File: src/design/ptm_pkg.sv
// Shared constants, operation codes and controller/datapath interface types.
package ptm_pkg;

	localparam int PHASES_DEF         = 4;
	localparam int AVG_FRAC_BITS_DEF  = 8;
	localparam int AVG_SHIFT_BITS_DEF = 3;

	localparam int OP_W    = 2;
	localparam int PHASE_W = 2;
	localparam int TS_W    = 32;
	localparam int MISS_W  = 16;

	localparam logic [MISS_W-1:0] MISS_MAX = 16'hFFFF;

	localparam logic [OP_W-1:0] OP_BEGIN = 2'd0;
	localparam logic [OP_W-1:0] OP_END   = 2'd1;
	localparam logic [OP_W-1:0] OP_CLEAR = 2'd2;
	localparam logic [OP_W-1:0] OP_QUERY = 2'd3;

	typedef struct packed {
		logic cap;
		logic elap;
		logic diff;
		logic avg;
		logic jit;
		logic load_out;
	} cmd_t;

	typedef struct packed {
		logic [OP_W-1:0] op;
		logic            ok;
	} sts_t;

endpackage

File: src/design/phase_timing_monitor_top.sv
// Top level of the per-phase execution timing monitor.
// Each transfer in is a begin, end, clear or query event for one phase and yields one
// transfer out with that phase's statistics after the event. Events are handled one at
// a time by a sequencer over a shared datapath: begin, clear and query step through
// capture, elapsed, then the result register; an end on a valid phase also steps through
// difference, average and jitter before it. The result register lets a new event be taken
// while the previous result still waits. Phases at or above PHASES report zero statistics.
module phase_timing_monitor_top #(
	parameter int PHASES         = ptm_pkg::PHASES_DEF,
	parameter int AVG_FRAC_BITS  = ptm_pkg::AVG_FRAC_BITS_DEF,
	parameter int AVG_SHIFT_BITS = ptm_pkg::AVG_SHIFT_BITS_DEF
) (
	input  logic                         clk,
	input  logic                         arst_n,
	input  logic                         in_valid,
	output logic                         in_ready,
	input  logic [ptm_pkg::OP_W-1:0]     op,
	input  logic [ptm_pkg::PHASE_W-1:0]  phase,
	input  logic [ptm_pkg::TS_W-1:0]     timestamp_us,
	input  logic [ptm_pkg::TS_W-1:0]     budget_us,
	output logic                         out_valid,
	input  logic                         out_ready,
	output logic [ptm_pkg::TS_W-1:0]     max_us,
	output logic [ptm_pkg::TS_W-1:0]     avg_us,
	output logic [ptm_pkg::TS_W-1:0]     max_jitter_us,
	output logic [ptm_pkg::MISS_W-1:0]   deadline_misses,
	output logic                         exceeded,
	output logic                         all_within_budget
);
	import ptm_pkg::*;

	cmd_t cmd;
	sts_t sts;

	ptm_ctrl u_ctrl (
		.clk       (clk),
		.arst_n    (arst_n),
		.in_valid  (in_valid),
		.in_ready  (in_ready),
		.out_valid (out_valid),
		.out_ready (out_ready),
		.sts       (sts),
		.cmd       (cmd)
	);

	ptm_dp #(
		.PHASES         (PHASES),
		.AVG_FRAC_BITS  (AVG_FRAC_BITS),
		.AVG_SHIFT_BITS (AVG_SHIFT_BITS)
	) u_dp (
		.clk               (clk),
		.arst_n            (arst_n),
		.cmd               (cmd),
		.sts               (sts),
		.op                (op),
		.phase             (phase),
		.timestamp_us      (timestamp_us),
		.budget_us         (budget_us),
		.max_us            (max_us),
		.avg_us            (avg_us),
		.max_jitter_us     (max_jitter_us),
		.deadline_misses   (deadline_misses),
		.exceeded          (exceeded),
		.all_within_budget (all_within_budget)
	);

	a_one_event_at_a_time: assert property (@(posedge clk) disable iff (!arst_n)
		(in_valid && in_ready) |=> !in_ready)
		else $error("second event taken while one in flight");

	a_exceeded_clears_all_ok: assert property (@(posedge clk) disable iff (!arst_n)
		(out_valid && exceeded) |-> !all_within_budget)
		else $error("overrun phase reported with all phases in budget");

	a_miss_implies_exceeded: assert property (@(posedge clk) disable iff (!arst_n)
		(out_valid && deadline_misses != '0) |-> exceeded)
		else $error("misses counted without overrun flag");

	a_avg_not_above_max: assert property (@(posedge clk) disable iff (!arst_n)
		out_valid |-> (avg_us <= max_us))
		else $error("average above largest elapsed time");

endmodule

File: src/design/ptm_ctrl.sv
// Sequencer for the monitor: steps one event through the datapath and owns the handshakes.
module ptm_ctrl (
	input  logic          clk,
	input  logic          arst_n,
	input  logic          in_valid,
	output logic          in_ready,
	output logic          out_valid,
	input  logic          out_ready,
	input  ptm_pkg::sts_t sts,
	output ptm_pkg::cmd_t cmd
);
	import ptm_pkg::*;

	localparam logic [2:0] ST_IDLE = 3'd0;
	localparam logic [2:0] ST_ELAP = 3'd1;
	localparam logic [2:0] ST_DIFF = 3'd2;
	localparam logic [2:0] ST_AVG  = 3'd3;
	localparam logic [2:0] ST_JIT  = 3'd4;
	localparam logic [2:0] ST_RESP = 3'd5;

	logic [2:0] state_q;
	logic [2:0] state_d;
	logic       out_valid_q;
	logic       slot_free;

	assign in_ready  = (state_q == ST_IDLE);
	assign out_valid = out_valid_q;
	assign slot_free = !out_valid_q || out_ready;

	always_comb begin
		state_d = state_q;
		cmd     = '0;
		unique case (state_q)
			ST_IDLE: begin
				if (in_valid) begin
					cmd.cap = 1'b1;
					state_d = ST_ELAP;
				end
			end
			ST_ELAP: begin
				cmd.elap = 1'b1;
				if (sts.op == OP_END && sts.ok) begin
					state_d = ST_DIFF;
				end else begin
					state_d = ST_RESP;
				end
			end
			ST_DIFF: begin
				cmd.diff = 1'b1;
				state_d  = ST_AVG;
			end
			ST_AVG: begin
				cmd.avg = 1'b1;
				state_d = ST_JIT;
			end
			ST_JIT: begin
				cmd.jit = 1'b1;
				state_d = ST_RESP;
			end
			ST_RESP: begin
				if (slot_free) begin
					cmd.load_out = 1'b1;
					state_d      = ST_IDLE;
				end
			end
			default: begin
				state_d = ST_IDLE;
			end
		endcase
	end

	always_ff @(posedge clk or negedge arst_n) begin
		if (!arst_n) begin
			state_q     <= ST_IDLE;
			out_valid_q <= 1'b0;
		end else begin
			state_q <= state_d;
			if (cmd.load_out) begin
				out_valid_q <= 1'b1;
			end else if (out_ready) begin
				out_valid_q <= 1'b0;
			end
		end
	end

endmodule

File: src/design/ptm_dp.sv
// Datapath: per-phase statistics store, elapsed/average/jitter arithmetic and result register.
module ptm_dp #(
	parameter int PHASES         = ptm_pkg::PHASES_DEF,
	parameter int AVG_FRAC_BITS  = ptm_pkg::AVG_FRAC_BITS_DEF,
	parameter int AVG_SHIFT_BITS = ptm_pkg::AVG_SHIFT_BITS_DEF
) (
	input  logic                         clk,
	input  logic                         arst_n,
	input  ptm_pkg::cmd_t                cmd,
	output ptm_pkg::sts_t                sts,
	input  logic [ptm_pkg::OP_W-1:0]     op,
	input  logic [ptm_pkg::PHASE_W-1:0]  phase,
	input  logic [ptm_pkg::TS_W-1:0]     timestamp_us,
	input  logic [ptm_pkg::TS_W-1:0]     budget_us,
	output logic [ptm_pkg::TS_W-1:0]     max_us,
	output logic [ptm_pkg::TS_W-1:0]     avg_us,
	output logic [ptm_pkg::TS_W-1:0]     max_jitter_us,
	output logic [ptm_pkg::MISS_W-1:0]   deadline_misses,
	output logic                         exceeded,
	output logic                         all_within_budget
);
	import ptm_pkg::*;

	localparam int IDX_W = (PHASES > 1) ? $clog2(PHASES) : 1;
	localparam int AVG_W = TS_W + AVG_FRAC_BITS;

	logic [OP_W-1:0]    op_q;
	logic [PHASE_W-1:0] phase_q;
	logic [TS_W-1:0]    ts_q;
	logic [TS_W-1:0]    budget_q;
	logic [TS_W-1:0]    elapsed_q;
	logic signed [AVG_W:0] diff_q;
	logic [AVG_W-1:0]   avg_new_q;

	logic [TS_W-1:0]   start_q  [PHASES];
	logic [TS_W-1:0]   max_q    [PHASES];
	logic [AVG_W-1:0]  avg_q    [PHASES];
	logic              avgv_q   [PHASES];
	logic [TS_W-1:0]   jit_q    [PHASES];
	logic [MISS_W-1:0] miss_q   [PHASES];
	logic [PHASES-1:0] ovr_q;

	logic [IDX_W-1:0]      idx;
	logic                  ok;
	logic [AVG_W-1:0]      sample;
	logic signed [AVG_W:0] avg_sum;
	logic [AVG_W-1:0]      avg_next;
	logic [TS_W-1:0]       avg_new_us;
	logic [TS_W-1:0]       jit;

	assign idx        = IDX_W'(phase_q);
	assign ok         = int'(phase_q) < PHASES;
	assign sts.op     = op_q;
	assign sts.ok     = ok;
	assign sample     = AVG_W'(elapsed_q) << AVG_FRAC_BITS;
	assign avg_sum    = $signed({1'b0, avg_q[idx]}) + (diff_q >>> AVG_SHIFT_BITS);
	assign avg_next   = avgv_q[idx] ? avg_sum[AVG_W-1:0] : sample;
	assign avg_new_us = TS_W'(avg_new_q >> AVG_FRAC_BITS);
	assign jit        = (elapsed_q > avg_new_us) ? (elapsed_q - avg_new_us)
	                                             : (avg_new_us - elapsed_q);

	always_ff @(posedge clk) begin
		if (cmd.cap) begin
			op_q     <= op;
			phase_q  <= phase;
			ts_q     <= timestamp_us;
			budget_q <= budget_us;
		end
		if (cmd.elap) begin
			elapsed_q <= ts_q - start_q[idx];
		end
		if (cmd.diff) begin
			diff_q <= $signed({1'b0, sample}) - $signed({1'b0, avg_q[idx]});
		end
		if (cmd.avg) begin
			avg_new_q <= avg_next;
		end
		if (cmd.load_out) begin
			max_us            <= ok ? max_q[idx] : '0;
			avg_us            <= ok ? TS_W'(avg_q[idx] >> AVG_FRAC_BITS) : '0;
			max_jitter_us     <= ok ? jit_q[idx] : '0;
			deadline_misses   <= ok ? miss_q[idx] : '0;
			exceeded          <= ok ? ovr_q[idx] : 1'b0;
			all_within_budget <= ~|ovr_q;
		end
	end

	always_ff @(posedge clk or negedge arst_n) begin
		if (!arst_n) begin
			for (int i = 0; i < PHASES; i++) begin
				start_q[i] <= '0;
				max_q[i]   <= '0;
				avg_q[i]   <= '0;
				avgv_q[i]  <= 1'b0;
				jit_q[i]   <= '0;
				miss_q[i]  <= '0;
			end
			ovr_q <= '0;
		end else if (cmd.elap && op_q == OP_CLEAR) begin
			for (int i = 0; i < PHASES; i++) begin
				start_q[i] <= '0;
				max_q[i]   <= '0;
				avg_q[i]   <= '0;
				avgv_q[i]  <= 1'b0;
				jit_q[i]   <= '0;
				miss_q[i]  <= '0;
			end
			ovr_q <= '0;
		end else begin
			if (cmd.elap && op_q == OP_BEGIN && ok) begin
				start_q[idx] <= ts_q;
			end
			if (cmd.diff) begin
				if (elapsed_q > max_q[idx]) begin
					max_q[idx] <= elapsed_q;
				end
				if (elapsed_q > budget_q) begin
					ovr_q[idx] <= 1'b1;
					if (miss_q[idx] != MISS_MAX) begin
						miss_q[idx] <= miss_q[idx] + MISS_W'(1);
					end
				end
			end
			if (cmd.avg) begin
				avg_q[idx]  <= avg_next;
				avgv_q[idx] <= 1'b1;
			end
			if (cmd.jit && jit > jit_q[idx]) begin
				jit_q[idx] <= jit;
			end
		end
	end

endmodule
File: config.mk
export PLATFORM = sky130hd
export DESIGN_NAME = phase_timing_monitor_top
export DESIGN_NICKNAME = d
export VERILOG_FILES = /design/src/design/ptm_pkg.sv /design/src/design/phase_timing_monitor_top.sv /design/src/design/ptm_ctrl.sv /design/src/design/ptm_dp.sv
export SDC_FILE = /design/constraint.sdc
export NUM_CORES = 2
export LEC_CHECK = 0
export ABC_CLOCK_PERIOD_IN_PS = 7150
export BUFFER_PORTS_ARGS = -buffer_cell sky130_fd_sc_hd__buf_2
export CELL_PAD_IN_SITES_DETAIL_PLACEMENT = 0
export CELL_PAD_IN_SITES_GLOBAL_PLACEMENT = 2
export CORE_ASPECT_RATIO = 0.7
export CORE_UTILIZATION = 35
export DETAILED_ROUTE_END_ITERATION = 10
export GPL_TIMING_DRIVEN = 0
export PLACE_DENSITY_LB_ADDON = 0.1
export SKIP_LAST_GASP = 1
export SLEW_MARGIN = 20
export SYNTH_ARGS = -nofsm -noshare
export SYNTH_HDL_FRONTEND = slang
export SYNTH_HIERARCHICAL = 1
export SYNTH_SLANG_ARGS = --single-unit
File: constraint.sdc
create_clock -name clk -period 7.15 [get_ports clk]
set_input_delay 0 -clock clk [delete_from_list [all_inputs] [get_ports clk]]
set_output_delay 0 -clock clk [all_outputs]
set_load 0.02 [all_outputs]
# Word level (Yosys, flattened, before mapping)
# Index checks and enable logic that the tools add are counted.
dict set report totals {
  register_bits 915
  input_bits 72
  out_inout_bits 116
  wordCells 159
}
dict set report op_classes {
  n_addsub 6
  n_lt_le_gt_ge 8
  eq_ne 10
  n_mux 69
  n_bitwise 3
  reduce_logical 23
}
# operator count
set op_table {}
lappend op_table {{2-to-1 mux 128 bit} 7}
lappend op_table {{bitwise mux 128 bit} 3}
lappend op_table {{2-to-1 mux 160 bit} 2}
lappend op_table {{2-to-1 mux 32 bit} 8}
lappend op_table {{2-to-1 mux 64 bit} 4}
lappend op_table {{binary-select mux 32 bit (select 2 bit)} 3}
lappend op_table {{bitwise mux 160 bit} 1}
lappend op_table {{2-to-1 mux 40 bit} 4}
lappend op_table {{greater-than comparator 32 bit} 4}
lappend op_table {{subtractor 32 bit} 3}
lappend op_table {{binary-select mux 40 bit (select 2 bit)} 1}
lappend op_table {{demux 40 bit (select 2 bit)} 1}
lappend op_table {{bitwise mux 64 bit} 1}
lappend op_table {{demux 32 bit (select 2 bit)} 1}
lappend op_table {{2-to-1 mux 16 bit} 3}
lappend op_table {{subtractor 40 x 40 -> 41 bit} 1}
lappend op_table {{adder 40 x 38 -> 40 bit} 1}
lappend op_table {{binary-select mux 16 bit (select 2 bit)} 1}
lappend op_table {{demux 16 bit (select 2 bit)} 1}
lappend op_table {{2-to-1 mux 4 bit} 5}
lappend op_table {{case mux 3 bit (6 select lines)} 1}
lappend op_table {{adder 16 x 1 -> 16 bit (second input constant)} 1}
lappend op_table {{inequality test 16 bit (second input constant)} 1}
lappend op_table {{nonzero test 2 bit} 8}
lappend op_table {{other kinds (25)} 53}

# Depth between registers and ports, before layout
dict set report depth {
  word_depth 10
  mapped_depth 29
  ltp_nobuf 25
}

# Hierarchy
# The synthesis kept the hierarchy.
# module instances cells_each area_per_inst_um2 seq_area_each_um2
set modules_own_cells {}
lappend modules_own_cells {ptm_dp 1 3852 46056.7 23943.0}
lappend modules_own_cells {ptm_ctrl 1 28 309.0 100.1}

# Least setup slack after synthesis
# Ideal clock, no wire load.
dict set report synth_path {
  path_kind {register -> register}
  start {reg u_ctrl.state_q[1]}
  end {reg u_dp.all_within_budget (enable)}
  setup_time_ns 0.588
  arrival_time_ns 5.425
  required_time_ns 6.562
  setup_slack_ns 1.137
  path_stages_with_launch 4
  path_buffers 1
  synth_period_minus_slack_ns 6.013
  cell_sequence {dfrtp_1 buf_4 nand3b_1 nor2_1}
}
# element line
set synth_lines {}
lappend synth_lines {{start: declaration} ptm_ctrl.sv:21} ;# logic [2:0] state_q;
lappend synth_lines {{start signal: assignment} ptm_ctrl.sv:77} ;# state_q <= state_d;
lappend synth_lines {{end signal: assignment} ptm_dp.sv:84} ;# all_within_budget <= ~|ovr_q;
lappend synth_lines {{end: declaration} ptm_dp.sv:20} ;# output logic all_within_budget

# Worst setup path in the final report
dict set report layout_path {
  start {reg u_dp.phase_q[1], in the netlist u_dp/idx[1]}
  end {reg u_dp.elapsed_q[30], data pin}
}
dict set report layout_between {
  elab_chain_len 5
}
# element line
set layout_lines {}
lappend layout_lines {{start: declaration} ptm_dp.sv:28} ;# logic [PHASE_W-1:0] phase_q;
lappend layout_lines {{start signal: assignment} ptm_dp.sv:65} ;# phase_q <= phase;
lappend layout_lines {{inverter 2 -> 3 bit (implied by the code)} ptm_dp.sv:70} ;# elapsed_q <= ts_q - start_q[idx];
lappend layout_lines {{binary-select mux 32 bit (select 2 bit)} ptm_dp.sv:70}
lappend layout_lines {{2-to-1 mux 32 bit (implied by the code) (2 in a row)} ptm_dp.sv:70}
lappend layout_lines {{subtractor 32 bit} ptm_dp.sv:70}
lappend layout_lines {{end signal: assignment} ptm_dp.sv:70}
lappend layout_lines {{end: declaration} ptm_dp.sv:31} ;# logic [TS_W-1:0] elapsed_q;
# No other way between the ends. The select of a mux whose other input is x is not followed.
# A chain may end at the register's enable or synchronous reset.

==> reports/results.tsv <==
stage	metric	value	unit
final_layout	layout cells sized above 1	0.174	
synth	Post-synth EDFFs	284	
floorplan	die area	134000	um2
synth	Post-Synth XOR/XNOR Area	0.0249	
detailed_routing	via count	34600	
worst_setup_path	CP Cell Sequence	buf_2 -> clkbuf_4 -> buf_2 -> buf_2 -> clkbuf_2 -> buf_16 -> clkbuf_2 -> buf_16 -> mux4_2 -> ha_1 -> fa_1 -> nor2b_1 -> o21ai_0 -> a2111oi_1 -> nor3_2 -> o21ai_1 -> a31oi_1 -> o21ai_0 -> or2_2 -> a311oi_1 -> xnor2_1	
sta	unrepaired setup endpoints after global routing	no	
final_layout	nets	4734	
run_status	failing checks	DRC	
sta	final period utilization	0.959	
placement	Final GP Congestion	0.863	
run_status	status	finished, violations left	
grt	largest net degree at the start of global routing	94	
worst_setup_path	critical path fanouts, max	10	
synth	Yosys reg bits	904	
detailed_routing	post-route ant nets	0	
detailed_routing	drt initial violations	3014	
synth	Synth Instances	3880	
worst_setup_path	Crit. End Element	flop	
worst_setup_path	CP Class	reg -> reg	
synth	number of distinct library cells after synthesis	102	
synth	top-area cell type share of the netlist area	0.335	
detailed_routing	Vias/cell	5.56	
sta	Final Hold Fails	0	
cts	Max Buffers Root-to-Sink	3	
floorplan	CORE AREA	131000	um2
final_layout	Core Util, Final	0.427	
synth	largest family of logic cells by synthesized area	compound AO/OA/AOI/OAI gates	
grt	grt ovf	0	
power_and_ir_drop	leak pwr	24.3	nW
sta	Least-Margin Pin Slew	1.30	ns
detailed_routing	drt pass-1 iters	8	
run	Max Cap Viol	0	
detailed_routing	routed len/inst	27.8	um
synth	Post-Syn Area	46400	um2
worst_setup_path	CP startpoint kind	flop	
synth	Top FF cell, synth	dfrtp_1	
worst_setup_path	data required time of the worst path	7.64	ns
cts	H-tree levels	3	
sta	final setup margin	0.292	ns
synth	top-count cell post-synth	dfrtp_1	
floorplan	DIE HEIGHT	307	um
grt	first-pass GRT wire length	251000	um
placement	Post-DP HPWL	119000	um
grt	vias in the first global route	34100	
power_and_ir_drop	Peak VDD IR	0.207	mV
worst_setup_path	Crit path buffers/inverters	8	
synth	syn nets	4218	
worst_setup_path	Top cell by count, worst path	buf_2	
placement	Post-Place Cell Area	50000	um2
synth	adder-cell share of the synthesized area	0.0724	
worst_setup_path	CP max-delay cell	a2111oi_1	
worst_setup_path	cell family contributing the most delay on the critical path	buffers and inverters	
grt	initial antenna violation count	6	
synth	Compound-Gate Fraction of Synth Area	0.189	
synth	ys async rst share	0.686	
hold_path	worst hold-check path type	in -> reg	
worst_setup_path	arrival time at the worst endpoint	7.35	ns
floorplan	# rows	111	
cts	TritonCTS clock tree	built	
synth	Avg Cell Area, Syn	11.9	um2
synth	synth cell count leaders	dfrtp_1, a22o_1, inv_1, edfxtp_1, nand2_1	
placement	post-place setup slack	-1.32	ns
cts	clk_lat worst skew	0.75	ns
synth	largest cells by area after synthesis	dfrtp_1, edfxtp_1, mux4_2	
final_layout	Area growth, synth to finish	20.8	%
grt	Total Routing Usage GR	0.259	
sta	fin crit period	6.86	ns
synth	Syn. warnings	6	
synth	area share of and/or/nand/nor cells after synthesis	0.0702	
sta	final slew viol count	0	
floorplan	I/O pins	188	
sta	Total Negative Setup Slacks	0	ns
synth	mux share of post-synthesis cell area	0.0799	
sta	worst hold slack	0.0789	ns
floorplan	initial core utilization	0.354	
cts	clock slew at reported path FFs	0.07	ns
detailed_routing	Routed WL	173000	um
floorplan	Die W	437	um
cts	total clock sinks	904	
cts	CTS buffer count	100	
final_layout	Design Area, Final	56000	um2
synth	sequential area share after synthesis	0.519	
cts	clk root buf	clkbuf_16	
sta	highest clock rate	146	MHz
sta	# setup viols final	0	
synth	dominant cell type by area after synthesis	dfrtp_1	
power_and_ir_drop	Power Density	436	nW/um2
placement	PortBufs	187	
worst_setup_path	max incr delay on CP	0.62	ns
sta	clock skew	0.0442	ns
sta	worst relative slew slack	0.130	
detailed_routing	residual DRC count	48	
==> state kept, by name, summed over array words and instances, names as in the netlist <==
register	count
u_dp/ovr_q	4
u_dp/exceeded	1
u_dp/avgv_q	4
u_dp/deadline_misses	16
u_dp/budget_q	32
u_dp/diff_q	38
u_ctrl/out_valid	1
u_ctrl/state_q	3
u_dp/avg_new_q	32
u_dp/max_jitter_us	32
u_dp/all_within_budget	1
u_dp/max_q	128
u_dp/idx	2
u_dp/ts_q	32
u_dp/jit_q	128
u_dp/max_us	32
u_dp/avg_us	32
u_dp/avg_q	160
u_dp/start_q	128
u_dp/elapsed_q	32
u_dp/op_q	2
u_dp/miss_q	64
==> cells in the final DEF (no fill, tap or decap), types with 28 or more instances in the layout <==
cell,netlist,final
buf_2,43,220
buf_4,5,74
nor2_1,133,127
dlygate4sd3_1,0,139
a21oi_1,197,189
nand2_1,263,263
nor3_1,37,32
inv_1,317,316
ha_1,262,262
o2bb2ai_1,143,143
xnor2_1,88,82
a21o_1,94,94
clkbuf_1,149,128
mux4_2,152,152
clkbuf_16,0,106
dfrtp_1,620,620
edfxtp_1,284,284
a22o_1,332,332
o21ai_0,196,194
nand3_1,54,52
xor2_1,44,41
nand4_1,40,40
nor2b_1,28,28
==> what timing repair did <==
item | 4_1_cts | 5_1_grt
resized for setup | 53 | 82
endpoints found under the setup margin | 288 | 309
pin swaps | 2 | 4
hold buffers | 140 | 0
buffers inserted | 66 | 1
endpoints found under the hold margin | 423 | 0
==> where the power goes <==
part	switching (W)	total [W]	leakage [nW]	internal [W]
Combinational	0.00731	0.0114	11.4	0.00406
Clock	0.00234	0.00568	1.74	0.00335
Sequential	0.000638	0.00733	11.1	0.00669
Total	0.0103	0.0244	24.3	0.0141
==> metrics by stage <==
stage          total power, W  instances
2_1_floorplan          0.0138       3880
3_3_place_gp           0.0176       5818
3_5_place_dp           0.0177       5841
4_1_cts                0.0244       6233
5_1_grt                0.0257       6234
6_report               0.0244       6236
==> worst paths after layout <==
check,from,endpoint,slack [ns],depth (start not counted)
max,u_dp/idx[1]$_DFFE_PP_,u_dp/elapsed_q[30]$_DFFE_PP_,0.29,21
min,op[1],u_dp/op_q[1]$_DFFE_PP_,0.08,2
max reg2reg,u_dp/idx[1]$_DFFE_PP_,u_dp/elapsed_q[30]$_DFFE_PP_,0.29,21
min reg2reg,u_dp/avg_q[120]$_DFFE_PN0P_,u_dp/avg_q[120]$_DFFE_PN0P_,0.48,2
max in group asynchronous,arst_n,u_dp/avg_q[62]$_DFFE_PN0P_,4.94,7
min in group asynchronous,arst_n,u_dp/miss_q[57]$_DFFE_PN0P_,0.52,4
==> final cells by class <==
cell class | instances | area (um2)
antenna | 2 | 5.00
buffer | 209 | 1030
clock buffer | 125 | 2770
clock inverter | 64 | 795
fill | 12500 | 75100
inverter | 317 | 1190
multi-input combinational | 2447 | 20500
sequential | 904 | 24000
tap | 1751 | 2190
timing repair buffer | 417 | 3480
==> routing by layer <==
metal	vias up	global-route usage	share of wire
met5	-	0	0.00013
met3	174	0.0503	0.060
li1	15600	-	-
met2	972	0.366	0.41
met1	17900	0.402	0.50
met4	4	0.0618	0.025
==> cells by family (layout without fill, tap and decap cells) <==
logic type | Yosys count | after routing
muxes | 178 | 178
and+or+nand+nor | 676 | 676
buffers and inverters | 529 | 1132
DFF | 904 | 904
adders and majority gates | 266 | 266
AOI/OAI and AO/OA | 1194 | 1194
xor gates and xnor gates | 132 | 132
other | 1 | 3
Power figures use the tool's default switching activity.
